### src/rtl/easpf_pkg.sv
// Shared constants, codes and types for the eight-axis step pulse framer.
package easpf_pkg;

  localparam int NUM_MOTORS_DEFAULT = 8;

  localparam int OP_W     = 2;
  localparam int MOTOR_W  = 3;
  localparam int STEP_W   = 16;
  localparam int PERIOD_W = 16;
  localparam int COUNT_W  = 32;
  localparam int WORD_W   = 16;
  localparam int MASK_W   = 8;
  localparam int POS_W    = $clog2(WORD_W);
  localparam int MAG_W    = STEP_W + 1;
  localparam int PROD_W   = MAG_W + PERIOD_W;
  localparam int STEP_CNT_W = $clog2(COUNT_W);

  localparam logic [OP_W-1:0] OP_LOAD  = 2'd0;
  localparam logic [OP_W-1:0] OP_START = 2'd1;
  localparam logic [OP_W-1:0] OP_TICK  = 2'd2;

  typedef enum logic [2:0] {
    ST_IDLE,
    ST_LOAD,
    ST_SCAN,
    ST_TICK_CH,
    ST_TICK_WAIT,
    ST_TICK_END,
    ST_FINISH
  } state_t;

  typedef struct packed {
    logic                start;
    logic [COUNT_W-1:0]  dividend;
    logic [PERIOD_W-1:0] divisor;
  } mod_req_t;

  typedef struct packed {
    logic done;
    logic rem_zero;
  } mod_rsp_t;

endpackage

### src/rtl/eight_axis_step_pulse_framer.sv
// Top level of the eight-axis step pulse framer: sequencer, channel state and result register.
//
//   channel | handshake                 | payload
//   item    | item_valid / item_stall   | op, motor, step_count, period
//   result  | result_valid / result_stall| frame_word, frame_valid, run_done, active_mask
//
// A load passes through the load state, and a start scans every channel in turn.
// A tick during a run checks each channel with frames left in the shared
// bit-serial remainder unit and waits for each check to finish; other channels are stepped
// without a check. Any other item goes straight to the finish state.
// A new transaction is taken while the previous result still waits in the result register.
// Reset is synchronous and leaves every period at one and every count at zero.
module eight_axis_step_pulse_framer #(
  parameter int NUM_MOTORS = easpf_pkg::NUM_MOTORS_DEFAULT
) (
  input  logic                                clk,
  input  logic                                rst,
  input  logic                                item_valid,
  output logic                                item_stall,
  input  logic [easpf_pkg::OP_W-1:0]          op,
  input  logic [easpf_pkg::MOTOR_W-1:0]       motor,
  input  logic signed [easpf_pkg::STEP_W-1:0] step_count,
  input  logic [easpf_pkg::PERIOD_W-1:0]      period,
  output logic                                result_valid,
  input  logic                                result_stall,
  output logic [easpf_pkg::WORD_W-1:0]        frame_word,
  output logic                                frame_valid,
  output logic                                run_done,
  output logic [easpf_pkg::MASK_W-1:0]        active_mask
);

  localparam int IW = (NUM_MOTORS > 1) ? $clog2(NUM_MOTORS) : 1;

  easpf_pkg::state_t state, state_next;

  logic [easpf_pkg::OP_W-1:0]     cur_op;
  logic [easpf_pkg::MOTOR_W-1:0]  cur_motor;
  logic [easpf_pkg::STEP_W-1:0]   cur_steps;
  logic [easpf_pkg::PERIOD_W-1:0] cur_period;

  logic [easpf_pkg::PERIOD_W-1:0] toggle_period [NUM_MOTORS];
  logic [easpf_pkg::COUNT_W-1:0]  frames_left   [NUM_MOTORS];
  logic [NUM_MOTORS-1:0]          direction_bits;
  logic [NUM_MOTORS-1:0]          motor_mask;
  logic [easpf_pkg::COUNT_W-1:0]  frame_counter;
  logic [easpf_pkg::WORD_W-1:0]   word_reg;

  logic [IW-1:0]                  idx;
  logic [easpf_pkg::COUNT_W-1:0]  scan_max;
  logic                           flag_valid;
  logic                           flag_done;

  logic                           accept;
  logic                           out_free;
  logic                           last_ch;
  logic                           ch_need;
  logic                           motor_ok;
  logic [IW-1:0]                  ld_ch;
  logic [easpf_pkg::PERIOD_W-1:0] eff_period;
  logic [easpf_pkg::MAG_W-1:0]    mag;
  logic [easpf_pkg::PROD_W-1:0]   prod;
  logic [easpf_pkg::COUNT_W-1:0]  scan_val;
  logic [easpf_pkg::POS_W-1:0]    dir_pos;
  logic [easpf_pkg::POS_W-1:0]    step_pos;
  logic                           apply_ch;
  logic                           toggle_hit;
  logic                           result_load;

  easpf_pkg::mod_req_t mod_req;
  easpf_pkg::mod_rsp_t mod_rsp;

  easpf_mod_unit u_mod (
    .clk (clk),
    .rst (rst),
    .req (mod_req),
    .rsp (mod_rsp)
  );

  always_comb begin
    accept     = item_valid && !item_stall;
    out_free   = !result_valid || !result_stall;
    last_ch    = (idx == IW'(NUM_MOTORS - 1));
    ch_need    = (frames_left[idx] != '0) && (toggle_period[idx] != '0);
    motor_ok   = ({29'd0, cur_motor} < 32'(NUM_MOTORS));
    ld_ch      = cur_motor[IW-1:0];
    eff_period = (cur_period != '0) ? cur_period : toggle_period[ld_ch];
    mag        = cur_steps[easpf_pkg::STEP_W-1]
                 ? easpf_pkg::MAG_W'(18'h10000 - {2'b00, cur_steps})
                 : {1'b0, cur_steps};
    prod       = easpf_pkg::PROD_W'(mag) * easpf_pkg::PROD_W'(eff_period);
    scan_val   = (frames_left[idx] > scan_max) ? frames_left[idx] : scan_max;
    dir_pos    = easpf_pkg::POS_W'({idx, 1'b0});
    step_pos   = dir_pos + 1'b1;
  end

  always_comb begin
    state_next = state;
    unique case (state)
      easpf_pkg::ST_IDLE: begin
        if (accept) begin
          unique case (op)
            easpf_pkg::OP_LOAD:  state_next = easpf_pkg::ST_LOAD;
            easpf_pkg::OP_START: state_next = easpf_pkg::ST_SCAN;
            easpf_pkg::OP_TICK: begin
              state_next = (frame_counter != '0) ? easpf_pkg::ST_TICK_CH
                                                 : easpf_pkg::ST_FINISH;
            end
            default: state_next = easpf_pkg::ST_FINISH;
          endcase
        end
      end
      easpf_pkg::ST_LOAD: state_next = easpf_pkg::ST_FINISH;
      easpf_pkg::ST_SCAN: begin
        if (last_ch) begin
          state_next = easpf_pkg::ST_FINISH;
        end
      end
      easpf_pkg::ST_TICK_CH: begin
        if (ch_need) begin
          state_next = easpf_pkg::ST_TICK_WAIT;
        end else if (last_ch) begin
          state_next = easpf_pkg::ST_TICK_END;
        end
      end
      easpf_pkg::ST_TICK_WAIT: begin
        if (mod_rsp.done) begin
          state_next = last_ch ? easpf_pkg::ST_TICK_END : easpf_pkg::ST_TICK_CH;
        end
      end
      easpf_pkg::ST_TICK_END: state_next = easpf_pkg::ST_FINISH;
      easpf_pkg::ST_FINISH: begin
        if (out_free) begin
          state_next = easpf_pkg::ST_IDLE;
        end
      end
      default: state_next = easpf_pkg::ST_IDLE;
    endcase
  end

  always_comb begin
    item_stall       = 1'b1;
    mod_req.start    = 1'b0;
    mod_req.dividend = frame_counter;
    mod_req.divisor  = toggle_period[idx];
    apply_ch         = 1'b0;
    toggle_hit       = 1'b0;
    result_load      = 1'b0;
    unique case (state)
      easpf_pkg::ST_IDLE: item_stall = 1'b0;
      easpf_pkg::ST_TICK_CH: begin
        mod_req.start = ch_need;
        apply_ch      = !ch_need;
      end
      easpf_pkg::ST_TICK_WAIT: begin
        apply_ch   = mod_rsp.done;
        toggle_hit = mod_rsp.done && mod_rsp.rem_zero;
      end
      easpf_pkg::ST_FINISH: result_load = out_free;
      default: ;
    endcase
  end

  always_ff @(posedge clk) begin
    if (rst) begin
      state <= easpf_pkg::ST_IDLE;
    end else begin
      state <= state_next;
    end
  end

  always_ff @(posedge clk) begin
    if (rst) begin
      for (int i = 0; i < NUM_MOTORS; i++) begin
        toggle_period[i] <= easpf_pkg::PERIOD_W'(1);
        frames_left[i]   <= '0;
      end
      direction_bits <= '0;
      motor_mask     <= '0;
      frame_counter  <= '0;
      word_reg       <= '0;
      result_valid   <= 1'b0;
    end else begin
      if (accept) begin
        cur_op     <= op;
        cur_motor  <= motor;
        cur_steps  <= $unsigned(step_count);
        cur_period <= period;
        idx        <= '0;
        scan_max   <= '0;
        flag_valid <= 1'b0;
        flag_done  <= 1'b0;
      end

      if (state == easpf_pkg::ST_LOAD && cur_op == easpf_pkg::OP_LOAD && motor_ok) begin
        if (cur_steps != '0) begin
          direction_bits[ld_ch] <= cur_steps[easpf_pkg::STEP_W-1];
        end
        toggle_period[ld_ch] <= eff_period;
        frames_left[ld_ch]   <= {prod[easpf_pkg::COUNT_W-2:0], 1'b0};
        motor_mask[ld_ch]    <= 1'b1;
      end

      if (state == easpf_pkg::ST_SCAN) begin
        scan_max <= scan_val;
        idx      <= idx + 1'b1;
        if (last_ch) begin
          frame_counter <= scan_val;
          word_reg      <= '0;
          if (scan_val == '0) begin
            motor_mask <= '0;
          end
        end
      end

      if (apply_ch) begin
        word_reg <= (word_reg | (easpf_pkg::WORD_W'(direction_bits[idx]) << dir_pos))
                    ^ (easpf_pkg::WORD_W'(toggle_hit) << step_pos);
        if (frames_left[idx] != '0) begin
          frames_left[idx] <= frames_left[idx] - 1'b1;
        end
        idx <= idx + 1'b1;
      end

      if (state == easpf_pkg::ST_TICK_END) begin
        frame_counter <= frame_counter - 1'b1;
        flag_valid    <= 1'b1;
        if (frame_counter == easpf_pkg::COUNT_W'(1)) begin
          flag_done  <= 1'b1;
          motor_mask <= '0;
        end
      end

      if (result_load) begin
        result_valid <= 1'b1;
        frame_word   <= word_reg;
        frame_valid  <= flag_valid;
        run_done     <= flag_done;
        active_mask  <= easpf_pkg::MASK_W'(motor_mask);
      end else if (result_valid && !result_stall) begin
        result_valid <= 1'b0;
      end
    end
  end

  a_done_has_frame: assert property (@(posedge clk) disable iff (rst)
    result_valid && run_done |-> frame_valid)
    else $error("Last frame of a run reported without a frame word.");

  a_done_clears_mask: assert property (@(posedge clk) disable iff (rst)
    result_valid && run_done |-> active_mask == '0)
    else $error("Active mask not cleared at the end of a run.");

  a_mod_done_in_wait: assert property (@(posedge clk) disable iff (rst)
    mod_rsp.done |-> state == easpf_pkg::ST_TICK_WAIT)
    else $error("Remainder unit finished outside a tick wait.");

  a_mod_start_idle: assert property (@(posedge clk) disable iff (rst)
    mod_req.start |=> !mod_rsp.done)
    else $error("Remainder unit finished one cycle after being started.");

endmodule

### src/rtl/easpf_mod_unit.sv
// Bit-serial restoring remainder unit that reports whether the remainder is zero.
module easpf_mod_unit (
  input  logic                clk,
  input  logic                rst,
  input  easpf_pkg::mod_req_t req,
  output easpf_pkg::mod_rsp_t rsp
);

  logic [easpf_pkg::COUNT_W-1:0]    dvd;
  logic [easpf_pkg::PERIOD_W-1:0]   dvs;
  logic [easpf_pkg::PERIOD_W-1:0]   rem;
  logic [easpf_pkg::STEP_CNT_W-1:0] cnt;
  logic                             busy;
  logic                             done;
  logic [easpf_pkg::PERIOD_W:0]     rem_sh;
  logic                             fits;

  always_comb begin
    rem_sh = {rem, dvd[easpf_pkg::COUNT_W-1]};
    fits   = rem_sh >= {1'b0, dvs};
  end

  always_ff @(posedge clk) begin
    if (rst) begin
      busy <= 1'b0;
      done <= 1'b0;
    end else begin
      done <= 1'b0;
      if (req.start) begin
        dvd  <= req.dividend;
        dvs  <= req.divisor;
        rem  <= '0;
        cnt  <= '0;
        busy <= 1'b1;
      end else if (busy) begin
        if (fits) begin
          rem <= easpf_pkg::PERIOD_W'(rem_sh - {1'b0, dvs});
        end else begin
          rem <= rem_sh[easpf_pkg::PERIOD_W-1:0];
        end
        dvd <= {dvd[easpf_pkg::COUNT_W-2:0], 1'b0};
        cnt <= cnt + 1'b1;
        if (cnt == easpf_pkg::STEP_CNT_W'(easpf_pkg::COUNT_W - 1)) begin
          busy <= 1'b0;
          done <= 1'b1;
        end
      end
    end
  end

  assign rsp.done     = done;
  assign rsp.rem_zero = (rem == '0);

endmodule

### config.mk
export PLATFORM = sky130hd
export DESIGN_NAME = eight_axis_step_pulse_framer
export DESIGN_NICKNAME = d
export VERILOG_FILES = /design/src/rtl/easpf_pkg.sv /design/src/rtl/eight_axis_step_pulse_framer.sv /design/src/rtl/easpf_mod_unit.sv
export SDC_FILE = /design/constraint.sdc
export NUM_CORES = 2
export LEC_CHECK = 0
export BUFFER_PORTS_ARGS = -buffer_cell sky130_fd_sc_hd__buf_2
export CAP_MARGIN = 20
export CORE_MARGIN = 2
export CORE_UTILIZATION = 25
export DETAILED_ROUTE_END_ITERATION = 6
export GPL_TIMING_DRIVEN = 0
export PLACE_DENSITY = 0.35
export SLEW_MARGIN = 10
export SYNTH_ARGS = -nofsm -noshare
export SYNTH_HDL_FRONTEND = slang
export SYNTH_SLANG_ARGS = --single-unit
### constraint.sdc
create_clock -name clk -period 18.9 [get_ports clk]
set_input_delay 2.835 -clock clk [delete_from_list [all_inputs] [get_ports clk]]
set_output_delay 2.835 -clock clk [all_outputs]
set_load 0.05 [all_outputs]
==> run_results.csv <==
group,metric,value,unit
run_status,status,"complete, no violations",
clocking,clockRootBuffer,"clkbuf_16",
worst_setup_path,arrival,11620,ps
clocking,cts_resized,0,
synth,synth_area_per_cell,11.1,um^2
clocking,clockBufferDepth,3,
placed_design,port_buffers,68,
timing,slew_viol_final,0,
routing,drtIter0Drc,2449,
worst_setup_path,critPathLaunchType,"flip-flop",
floorplan,ios,69,
worst_setup_path,crit_fanout,10,
cells_and_area,nets,4245,
routing,wl_per_cell,25.9,um
clocking,clkTransAtPathRegs,60,ps
cells_and_area,syn2layout_area_growth,15.7,%
routing,ant_nets,0,
routing,first_pass_iters,5,
global_route,antenna_found_initial,6,
cells_and_area,final_layout_size_suffix_gt1_share,15.4,%
clocking,worstSkewPairLatency,690,ps
timing,hold_violations,0,
routing,wirelength,157,mm
floorplan,fp.coreArea,0.161,mm^2
worst_setup_path,rr_endpoint,"frames_left[2][31]",
worst_hold_path,hp-class,"flip-flop to flip-flop",
timing,max_freq,89.1,MHz
placed_design,gp_congestion,0.848,
synth,synthTopCellsByArea,"edfxtp_1 (41%), fa_1 (10%), mux4_2 (6.8%), nor2_1 (6.2%), ha_1 (4.7%)",
cells_and_area,largest_reg_flops,256,
timing,finalSetupViolCount,0,
routing,drc_errors,0,
floorplan,die_w,407,um
synth,synth_area_leader_cell,"edfxtp_1",
worst_setup_path,crit_end,"frames_left[2][31]",
synth,syn_area,0.0406,mm^2
synth,yosysUniqueCellTypes,82,
timing,slew_headroom,18.8,%
global_route,grt_pass1_wl,226,mm
global_route,grt_pass1_vias,30546,
worst_setup_path,required,19290,ps
global_route,grt_max_degree,33,
floorplan,die-area,0.166,mm^2
clocking,cts_sinks,629,
cells_and_area,reg.largest.list,"frames_left (256), toggle_period (128)",
synth,synth-edff-count,553,
worst_setup_path,worst-setup-path-type,"flip-flop to flip-flop",
worst_setup_path,r2r_slack,7680,ps
run,cap_violations,0,
clocking,h-tree-depth,3,
timing,setup_tns,0,ps
timing,finClkSkew,35.0,ps
worst_setup_path,cp-end-kind,"flip-flop",
floorplan,rows,147,
timing,rsz0062_at_grt,"no",
clocking,post-cts-setup-buffers,0,
synth,yosys_most_used_dff,"edfxtp_1",
synth,synth-warning-count,0,
timing,min_period,11220,ps
timing,min_period_over_period,59.4,%
timing,fin_ws,7680,ps
synth,ys_seq_area_share,44.6,%
worst_setup_path,cp_common_cell,"fa_1",
clocking,cts_inserted_buffers,78,
worst_setup_path,critPathSlowestCell,"a2111oi_0",
routing,vias,29232,
floorplan,initial_core_util,25.2,%
synth,synth_top_area_share,40.9,%
clocking,hold_buffers,0,
cells_and_area,top_register,"frames_left",
placed_design,place_ws,7750,ps
synth,syn_inst,3655,
synth,synth-seq-cells,629,
clocking,cts_tree,"yes",
timing,tightest_slew,1210,ps
floorplan,die_h,407,um
worst_setup_path,r2r_cells,27,
global_route,grt-ovfl-total,0,
worst_setup_path,slowest_delay,910,ps
placed_design,hpwl,118,mm
synth,async_flop_share,0,%
routing,viasPerCell,4.82,
global_route,grtUsageTotal,19.2,%
[worst max-delay path, delay by kind of cell, from the launching register on]
| family | cells | cell delay, ps |
|---|---|---|
| AO/OA/AOI/OAI | 7 | 2600 |
| multiplexers | 3 | 1580 |
| AND/OR/NAND/NOR | 2 | 220 |
| XOR/XNOR | 1 | 320 |
| adder cells (fa/ha/maj) | 7 | 3510 |
| flip-flops | 1 | 500 |
| buffers and inverters | 7 | 2210 |
[metal layers]
layer / part of all wire, % / vias up / routed length [um] / track usage, %
met5: 0 / - / 0 / 0
met4: 3.6 / 0 / 5630 / 7.11
met3: 5.3 / 204 / 8310 / 3.00
met2: 46 / 809 / 71600 / 30.5
met1: 46 / 14911 / 71500 / 26.4
li1: - / 13308 / - / -
[logic make-up after synthesis]
| logic type | count (synthesis) | share of synthesized area (%) |
|---|---|---|
| simple gates | 1352 | 14.8 |
| flops | 629 | 44.6 |
| buf+inv | 531 | 5.43 |
| compound gates | 397 | 6.70 |
| fa+ha+maj | 359 | 14.9 |
| mux | 288 | 11.4 |
| xor+xnor | 97 | 2.09 |
| other cells | 2 | 0.0185 |
[stage by stage]
stage | hold WS [ps] | std cells | utilization (%) | area [um^2]
2_1_floorplan | 400 | 3667 | - | 40700
3_3_place_gp | 413 | 5895 | 27.2 | 43700
3_5_place_dp | 419 | 5923 | 27.5 | 44300
4_1_cts | 435 | 6066 | 29.2 | 46900
5_1_grt | 433 | 6068 | 29.2 | 47000
6_report | 430 | 6071 | 29.2 | 47000
[synthesized netlist by cell type (all sizes together) (33+ instances only)]
master / count
or2: 33
nand2: 253
nor2: 689
nor4: 64
xor2: 38
inv: 332
xnor2: 59
a21oi: 124
clkbuf: 116
fa: 208
nor3: 83
edfxtp: 553
dfxtp: 76
mux2: 97
o21ai: 52
ha: 151
buf: 82
mux2i: 69
nand4: 34
nand3: 87
mux4: 122
[cell usage in the layout, fill, tap and decap left out, types with 55 or more instances in the layout]
cell type / Yosys / routed
ha_1: 151 / 151
clkbuf_1: 116 / 128
inv_1: 332 / 332
mux4_2: 122 / 122
dfxtp_1: 76 / 76
xnor2_1: 59 / 55
nand2_1: 253 / 245
fa_1: 208 / 208
buf_2: 49 / 118
nand3_1: 87 / 87
nor3_1: 82 / 81
mux2_2: 97 / 97
a21oi_1: 124 / 123
nor4_1: 61 / 61
edfxtp_1: 553 / 553
nor2_1: 673 / 671
clkbuf_16: 0 / 81
[worst min path at each step]
stage | startpoint | to | slack [ps] | cells after the start
after floorplan | flag_valid | frame_valid | 400 | 0
after global placement | flag_valid | frame_valid | 410 | 0
after detailed placement | flag_valid | frame_valid | 420 | 0
after CTS | motor_mask[4] | active_mask[4] | 430 | 0
after global routing | flag_valid | frame_valid | 430 | 0
final | motor_mask[4] | active_mask[4] | 430 | 0
[final cells by class]
class,count,area [um^2]
Antenna cell,3,7.51
Buffer,198,955
Clock buffer,95,2100
Clock inverter,48,513
Fill cell,16763,114000
Inverter,333,1250
Multi-Input combinational cell,2507,20500
Sequential cell,629,18100
Tap cell,2160,2700
Timing Repair Buffer,98,840
Power is not shown: default switching activity piles up to over one toggle a cycle in this logic, so the estimate is an artifact.
